==> src/rtl/brb_pkg.sv <==
package brb_pkg;

    localparam int DEPTH = 256;
    localparam int PTR_W = (DEPTH > 1) ? $clog2(DEPTH) : 1;

    localparam int S_DATA_W = 32;
    localparam int M_DATA_W = 88;
    localparam int MAX_BYTES = 8;

    typedef logic [PTR_W-1:0] ptr_t;

    typedef enum logic [2:0] {
        ACT_PUSH = 3'd0,
        ACT_POP  = 3'd1,
        ACT_PEEK = 3'd2,
        ACT_POKE = 3'd3,
        ACT_DROP = 3'd4
    } act_t;

    typedef enum logic [2:0] {
        ST_IDLE,
        ST_EXEC,
        ST_READ,
        ST_DRAIN,
        ST_RESULT
    } state_t;

    typedef struct packed {
        logic load;
        logic exec;
        logic issue;
        logic out_load;
    } ctrl_cmd_t;

    typedef struct packed {
        logic need_read;
        logic last_issue;
        logic out_free;
    } dp_status_t;

    // (a + b) mod DEPTH, valid for a, b both below DEPTH
    function automatic ptr_t ptr_add(input ptr_t a, input ptr_t b);
        logic [PTR_W:0] s;
        s = {1'b0, a} + {1'b0, b};
        if (s >= (PTR_W+1)'(DEPTH)) begin
            s = s - (PTR_W+1)'(DEPTH);
        end
        return s[PTR_W-1:0];
    endfunction

    // (a - b) mod DEPTH
    function automatic ptr_t ptr_diff(input ptr_t a, input ptr_t b);
        logic [PTR_W:0] s;
        s = {1'b0, a} - {1'b0, b};
        if (a < b) begin
            s = s + (PTR_W+1)'(DEPTH);
        end
        return s[PTR_W-1:0];
    endfunction

endpackage

==> src/rtl/byte_ring_buffer_random_access.sv <==
// Circular byte buffer of DEPTH slots holding at most DEPTH-1 bytes, with push,
// pop (1..8 bytes, little-endian), peek and poke at an offset from the oldest
// byte, and drop. One result transfer follows each input transfer and reports
// ok plus the used and free counts after the operation. The byte store
// is a single-port RAM read one byte per cycle: a pop or peek that reads n
// bytes (1..8) goes from exec through n read issues and a drain state to the
// result state; push, poke, drop, unknown actions and reads that find no byte
// go from exec straight to result. The input is ready again only once the
// result has been loaded. A new item is taken while the previous result still
// waits in the output register; the following result then waits until that
// register frees up, and only then is the input ready again.
module byte_ring_buffer_random_access (
    input  logic                          aclk,
    input  logic                          aresetn,
    input  logic                          s_tvalid,
    output logic                          s_tready,
    // action[2:0], data_byte[10:3], byte_count[14:11], byte_offset[22:15],
    // drop_count[30:23]
    input  logic [brb_pkg::S_DATA_W-1:0]  s_tdata,
    output logic                          m_tvalid,
    input  logic                          m_tready,
    // read_word[63:0], ok[64], used_count[72:65], free_count[80:73]
    output logic [brb_pkg::M_DATA_W-1:0]  m_tdata
);
    import brb_pkg::*;

    ctrl_cmd_t  cmd;
    dp_status_t status;

    brb_ctrl u_ctrl (
        .aclk    (aclk),
        .aresetn (aresetn),
        .s_tvalid(s_tvalid),
        .s_tready(s_tready),
        .status  (status),
        .cmd     (cmd)
    );

    brb_dp u_dp (
        .aclk    (aclk),
        .aresetn (aresetn),
        .s_tdata (s_tdata),
        .cmd     (cmd),
        .status  (status),
        .m_tvalid(m_tvalid),
        .m_tready(m_tready),
        .m_tdata (m_tdata)
    );
endmodule

==> src/rtl/brb_ram.sv <==
module brb_ram #(
    parameter int WIDTH = 8,
    parameter int DEPTH = 256
) (
    input  logic                                   aclk,
    input  logic                                   we,
    input  logic [((DEPTH > 1) ? $clog2(DEPTH) : 1)-1:0] addr,
    input  logic [WIDTH-1:0]                       wdata,
    output logic [WIDTH-1:0]                       rdata
);
    logic [WIDTH-1:0] mem [DEPTH];
    logic [WIDTH-1:0] rdata_reg;

    always_ff @(posedge aclk) begin
        if (we) begin
            mem[addr] <= wdata;
        end
        rdata_reg <= mem[addr];
    end

    assign rdata = rdata_reg;
endmodule

==> src/rtl/brb_ctrl.sv <==
module brb_ctrl (
    input  logic               aclk,
    input  logic               aresetn,
    input  logic               s_tvalid,
    output logic               s_tready,
    input  brb_pkg::dp_status_t status,
    output brb_pkg::ctrl_cmd_t  cmd
);
    import brb_pkg::*;

    state_t state_reg, state_next;

    always_ff @(posedge aclk) begin
        if (!aresetn) begin
            state_reg <= ST_IDLE;
        end else begin
            state_reg <= state_next;
        end
    end

    always_comb begin
        state_next = state_reg;
        cmd        = '0;
        s_tready   = 1'b0;
        case (state_reg)
            ST_IDLE: begin
                // no transfer is taken while reset is held
                s_tready = aresetn;
                if (s_tvalid && s_tready) begin
                    cmd.load   = 1'b1;
                    state_next = ST_EXEC;
                end
            end
            ST_EXEC: begin
                cmd.exec   = 1'b1;
                state_next = status.need_read ? ST_READ : ST_RESULT;
            end
            ST_READ: begin
                cmd.issue = 1'b1;
                if (status.last_issue) begin
                    state_next = ST_DRAIN;
                end
            end
            ST_DRAIN: begin
                state_next = ST_RESULT;
            end
            ST_RESULT: begin
                if (status.out_free) begin
                    cmd.out_load = 1'b1;
                    state_next   = ST_IDLE;
                end
            end
            default: begin
                state_next = ST_IDLE;
            end
        endcase
    end
endmodule

==> src/rtl/brb_dp.sv <==
module brb_dp (
    input  logic                          aclk,
    input  logic                          aresetn,
    input  logic [brb_pkg::S_DATA_W-1:0]  s_tdata,
    input  brb_pkg::ctrl_cmd_t            cmd,
    output brb_pkg::dp_status_t           status,
    output logic                          m_tvalid,
    input  logic                          m_tready,
    output logic [brb_pkg::M_DATA_W-1:0]  m_tdata
);
    import brb_pkg::*;

    // input item fields
    logic [2:0] action_reg;
    logic [7:0] data_reg;
    logic [3:0] count_reg;
    logic [7:0] offset_reg;
    logic [7:0] drop_reg;

    ptr_t rd_ptr_reg, rd_ptr_next;
    ptr_t wr_ptr_reg, wr_ptr_next;
    ptr_t base_reg;
    logic [3:0] n_reg;
    logic [2:0] iss_reg;
    logic       pend_reg;
    logic [2:0] idx_reg;
    logic [63:0] word_reg;
    logic        ok_reg;
    logic        m_tvalid_reg;
    logic [M_DATA_W-1:0] m_tdata_reg;

    ptr_t       used;
    logic [3:0] cnt_cl;
    logic [8:0] used_ext;
    logic [8:0] avail;
    logic [3:0] n_next;
    logic       ok_next;
    ptr_t       base_next;
    logic       we;
    ptr_t       waddr;
    ptr_t       addr;
    logic [7:0] rdata;
    ptr_t       drop_amt;
    logic [7:0] used_out;
    logic [7:0] free_out;

    brb_ram #(
        .WIDTH(8),
        .DEPTH(DEPTH)
    ) u_ram (
        .aclk (aclk),
        .we   (we),
        .addr (addr),
        .wdata(data_reg),
        .rdata(rdata)
    );

    assign used     = ptr_diff(wr_ptr_reg, rd_ptr_reg);
    assign used_ext = 9'(used);
    assign cnt_cl   = (count_reg > 4'(MAX_BYTES)) ? 4'(MAX_BYTES) : count_reg;

    always_comb begin
        n_next      = '0;
        ok_next     = 1'b0;
        base_next   = rd_ptr_reg;
        we          = 1'b0;
        waddr       = wr_ptr_reg;
        rd_ptr_next = rd_ptr_reg;
        wr_ptr_next = wr_ptr_reg;
        avail       = '0;
        drop_amt    = '0;
        case (action_reg)
            ACT_PUSH: begin
                if (used_ext < 9'(DEPTH - 1)) begin
                    ok_next     = 1'b1;
                    we          = cmd.exec;
                    wr_ptr_next = ptr_add(wr_ptr_reg, PTR_W'(1));
                end
            end
            ACT_POP: begin
                ok_next = (cnt_cl == 4'd0) || (used_ext != 9'd0);
                n_next  = (used_ext < 9'(cnt_cl)) ? 4'(used) : cnt_cl;
                rd_ptr_next = ptr_add(rd_ptr_reg, PTR_W'(n_next));
            end
            ACT_PEEK: begin
                ok_next = (cnt_cl == 4'd0) || (used_ext > 9'(offset_reg));
                if (used_ext > 9'(offset_reg)) begin
                    avail  = used_ext - 9'(offset_reg);
                    n_next = (avail < 9'(cnt_cl)) ? avail[3:0] : cnt_cl;
                end
                // offset is below used whenever a byte is read
                base_next = ptr_add(rd_ptr_reg, PTR_W'(offset_reg));
            end
            ACT_POKE: begin
                waddr = ptr_add(rd_ptr_reg, PTR_W'(offset_reg));
                if (used_ext > 9'(offset_reg)) begin
                    ok_next = 1'b1;
                    we      = cmd.exec;
                end
            end
            ACT_DROP: begin
                ok_next     = 1'b1;
                drop_amt    = (9'(drop_reg) > used_ext) ? used : PTR_W'(drop_reg);
                rd_ptr_next = ptr_add(rd_ptr_reg, drop_amt);
            end
            default: begin
                ok_next = 1'b0;
            end
        endcase
    end

    assign addr = we ? waddr : ptr_add(base_reg, PTR_W'(iss_reg));

    always_ff @(posedge aclk) begin
        if (!aresetn) begin
            rd_ptr_reg   <= '0;
            wr_ptr_reg   <= '0;
            pend_reg     <= 1'b0;
            m_tvalid_reg <= 1'b0;
        end else begin
            if (cmd.exec) begin
                rd_ptr_reg <= rd_ptr_next;
                wr_ptr_reg <= wr_ptr_next;
            end
            pend_reg <= cmd.issue;
            if (cmd.out_load) begin
                m_tvalid_reg <= 1'b1;
            end else if (m_tready) begin
                m_tvalid_reg <= 1'b0;
            end
        end
    end

    assign used_out = 8'(used);
    assign free_out = 8'(DEPTH - 1) - used_out;

    always_ff @(posedge aclk) begin
        if (cmd.load) begin
            action_reg <= s_tdata[2:0];
            data_reg   <= s_tdata[10:3];
            count_reg  <= s_tdata[14:11];
            offset_reg <= s_tdata[22:15];
            drop_reg   <= s_tdata[30:23];
        end
        if (cmd.exec) begin
            n_reg    <= n_next;
            ok_reg   <= ok_next;
            base_reg <= base_next;
            iss_reg  <= '0;
            word_reg <= '0;
        end
        if (cmd.issue) begin
            iss_reg <= iss_reg + 3'd1;
        end
        idx_reg <= iss_reg;
        // registered read data lands in the cycle after its address
        if (pend_reg) begin
            for (int i = 0; i < MAX_BYTES; i++) begin
                if (idx_reg == 3'(i)) begin
                    word_reg[i*8 +: 8] <= rdata;
                end
            end
        end
        if (cmd.out_load) begin
            m_tdata_reg <= {7'd0, free_out, used_out, ok_reg, word_reg};
        end
    end

    assign status.need_read  = (n_next != 4'd0);
    assign status.last_issue = ({1'b0, iss_reg} == (n_reg - 4'd1));
    assign status.out_free   = !m_tvalid_reg || m_tready;

    assign m_tvalid = m_tvalid_reg;
    assign m_tdata  = m_tdata_reg;
endmodule

==> config.mk <==
export PLATFORM = sky130hd
export DESIGN_NAME = byte_ring_buffer_random_access
export DESIGN_NICKNAME = d
export VERILOG_FILES = /design/src/rtl/brb_pkg.sv /design/src/rtl/byte_ring_buffer_random_access.sv /design/src/rtl/brb_ram.sv /design/src/rtl/brb_ctrl.sv /design/src/rtl/brb_dp.sv
export SDC_FILE = /design/constraint.sdc
export NUM_CORES = 2
export LEC_CHECK = 0
export BUFFER_PORTS_ARGS = -buffer_cell sky130_fd_sc_hd__buf_4
export CAP_MARGIN = 40
export CELL_PAD_IN_SITES_DETAIL_PLACEMENT = 0
export CELL_PAD_IN_SITES_GLOBAL_PLACEMENT = 2
export CORE_ASPECT_RATIO = 1.4
export CORE_MARGIN = 2
export CORE_UTILIZATION = 28
export CTS_CLUSTER_DIAMETER = 40
export CTS_CLUSTER_SIZE = 20
export DETAILED_ROUTE_END_ITERATION = 10
export PLACE_DENSITY = 0.49
export SYNTH_ARGS = -nofsm -noshare
export SYNTH_HDL_FRONTEND = slang
export SYNTH_SLANG_ARGS = --single-unit
export TNS_END_PERCENT = 50
==> constraint.sdc <==
create_clock -name aclk -period 14.9 [get_ports aclk]
set_input_delay 0.745 -clock aclk [delete_from_list [all_inputs] [get_ports aclk]]
set_output_delay 0.745 -clock aclk [all_outputs]
set_load 0.01 [all_outputs]
==> reports/metrics.cfg <==
[worst_setup_path]
cp-endpoint=u_dp.u_ram.rdata[1]
start_kind=flip-flop
cp-startpoint=u_dp.rd_ptr_reg[1]
critPathKind=reg -> reg
r2r_slack_ns=6.36
reg2reg_depth=21
r2r_start=u_dp.rd_ptr_reg[1]
endpoint_kind=flip-flop
worstPathArrival_ns=9.23
rr_endpoint=u_dp.u_ram.rdata[1]
cp.required_ns=15.59
cp_max_fo=88

[clocking]
postCtsSetupBuffers=0
hold_buffers=9
cts_max_path_buffers=4
cts-root-buf=clkbuf_16
numCtsBuffers=295
htreeDepth=5
cts_tree=done
cts_resized=0
clk_latency_ns=0.87
cts.sinks=2272
clk_pin_slew_ns=0.05

[timing]
min_period_ns=8.54
drv_slew=0
relSlewSlack_pct=5.72
max_freq_mhz=117
rsz0062_at_grt=false
post-route-period-util_pct=57.3
hold_violations=0
finClkSkew_ns=0.0647
tns_ns=0
worst_pin_slew_ns=1.41
setup_viol=0

[global_routing]
gr-total-overflow=0
grt_pass1_wl_mm=412
grt_usage_pct=18.1
grt_max_degree=187
grt_pass1_vias=50200
grt_antenna_before_repair=13

[outcome]
status=completed

[cells_and_area]
layout_commonest_cell=edfxtp_1
drive_gt1_share_pct=19.2
layout_common_cells=2176 x edfxtp_1, 714 x mux2i_1, 390 x buf_4
stdcell_area_mm2=0.107
largest_reg_flops=2048
nNetsFinal=5722
area_growth_pct=20.1

[power_and_ir_drop]
internal-power_mw=11.8
comb_power_share_pct=10.3
switching_share_pct=25.9
pwr-share-seq_pct=44.6
switchingPower_mw=4.11
power.leakage_nw=36.0
ir_drop_mv=0.0735
pwr-share-clk_pct=45.1
power_per_cell_area_mw_per_mm2=149

[yosys]
avgSynthCellArea_um2=17.2
synth_ff_type=edfxtp_1
synth.distinct_cells=73
synthCells=5171
async_flop_share_pct=0
synth-seq-cells=2272
syn_area_mm2=0.0887
ys_seq_area_share_pct=75.8
yosysWarnings=0
synth_edf_count=2176

[route]
avgViaCountPerCell=4.87
drtPass1Iterations=5
post_drt_wl_per_cell_um=29.7
vias=48900
postRouteAntennaNets=0
drc_errors=0
drtIter0Drc=3823
routed_wl_mm=299

[flow_run]
drv_cap=0

[floorplanning]
initial_core_util_pct=28.1
die_h_um=670
core_mm2=0.315
die_w_um=480
ios=126
die-area_mm2=0.322
rows=244

[hold_path]
hold_path.startpoint=s_tdata[25]
hold_path.class=in -> reg

[placement]
postPlaceCellArea_mm2=0.0967
portBuffers=117
gp_routability_congestion=0.767
dp_hpwl_mm=183

## Yosys cell counts (15+ instances only)
| library cell | number | area share (%) |
|---|---|---|
| o22ai_1 | 382 | 2.7 |
| nor3_1 | 19 | 0.11 |
| inv_1 | 40 | 0.17 |
| xor2_1 | 16 | 0.16 |
| a21o_1 | 15 | 0.13 |
| clkbuf_1 | 147 | 0.62 |
| nand2_1 | 252 | 1.1 |
| buf_2 | 88 | 0.50 |
| ha_1 | 49 | 0.69 |
| o21ai_0 | 48 | 0.27 |
| mux2i_1 | 718 | 8.1 |
| edfxtp_1 | 2176 | 74 |
| nand3_1 | 37 | 0.21 |
| mux4_2 | 125 | 3.2 |
| nor2_1 | 337 | 1.4 |
| a21oi_1 | 155 | 0.87 |
| buf_1 | 22 | 0.093 |
| a22o_1 | 72 | 0.71 |
| nand4_1 | 25 | 0.18 |
| dfxtp_1 | 96 | 2.2 |
| nor4_1 | 93 | 0.66 |
| xnor2_1 | 28 | 0.28 |
| buf_4 | 32 | 0.27 |
| a22oi_1 | 15 | 0.13 |
## through the flow
stage | total power, mW | instances | hold WS (ns) | setup WS, ns | util [%]
2_1_floorplan | 8.08 | 5177 | 0.400 | 9.71 | -
3_3_place_gp | 8.86 | 9315 | 0.407 | 6.14 | 30.2
3_5_place_dp | 8.89 | 9507 | 0.418 | 6.33 | 30.7
4_1_cts | 16.1 | 10000 | 0.00318 | 6.30 | 33.8
5_1_grt | 16.4 | 10000 | 0.0363 | 5.90 | 33.8
6_report | 15.9 | 10100 | 0.0838 | 6.36 | 33.8
## critical path: stages, from the launching register on
cell      delay [ns]
dfxtp_1         0.50
inv_1           0.15
fa_1            0.46
a211oi_2        0.29
o21bai_1        0.12
a21oi_1         0.18
xnor2_1         0.21
ha_1            0.43
nand2_1         0.07
o21ai_0         0.22
o22ai_1         0.24
o32a_1          0.54
a21oi_2         0.53
a21o_4          0.48
buf_12          0.48
buf_12          0.53
mux2i_1         0.29
o22ai_1         0.15
nor4_1          0.76
a21oi_1         0.16
o41ai_1         0.98
nand4_1         0.17
## power groups by stage
stage / registers [mW] / clock network, mW / logic (mW)
finish: 7.08 / 7.16 / 1.64
global route: 7.07 / 7.58 / 1.73
CTS: 7.08 / 7.33 / 1.68
detailed placement: 7.21 / 0 / 1.67
global placement: 7.21 / 0 / 1.64
floorplan: 7.20 / 0 / 0.871
## routing by layer
metal / vias up / routed length [um] / part of all wire, % / track usage, %
met4: 0 / 7150 / 2.4 / 4.62
li1: 21600 / - / - / -
met5: - / 0 / 0 / 0
met1: 25800 / 124000 / 41 / 22.7
met2: 1212 / 156000 / 52 / 32.8
met3: 321 / 12500 / 4.2 / 2.31
## cells by family (layout without fill, tap and decap cells)
family	count (synthesis)	count (layout)	share of synthesized area (%)
multiplexers	853	853	11.4
buffers and inverters	333	1020	1.69
XOR/XNOR	44	44	0.434
flip-flops	2272	2272	75.8
AO/OA/AOI/OAI	786	786	5.73
other	1	11	0.00423
AND/OR/NAND/NOR	828	828	4.14
adder cells (fa/ha/maj)	54	54	0.804
## layout make-up
class	instances	area, um^2
Antenna cell	4	10.0
Clock buffer	327	7780
Clock inverter	202	2060
Fill cell	30100	209000
Inverter	41	154
Multi-Input combinational cell	2572	20400
Sequential cell	2272	67300
Tap cell	4182	5230
Timing Repair Buffer	450	3750
## worst min path at each step
| stage | to | slack, ns | cells past startpoint |
|---|---|---|---|
| after floorplan | u_dp.m_tdata[64] | 0.40 | 0 |
| after global placement | u_dp.m_tdata[64] | 0.41 | 0 |
| after detailed placement | u_dp.m_tdata[63] | 0.42 | 0 |
| after CTS | u_dp.count_reg[2] | 0.003 | 1 |
| after global routing | u_dp.count_reg[2] | 0.04 | 1 |
| final | u_dp.drop_reg[2] | 0.08 | 1 |
Power figures use the tool's default switching activity.
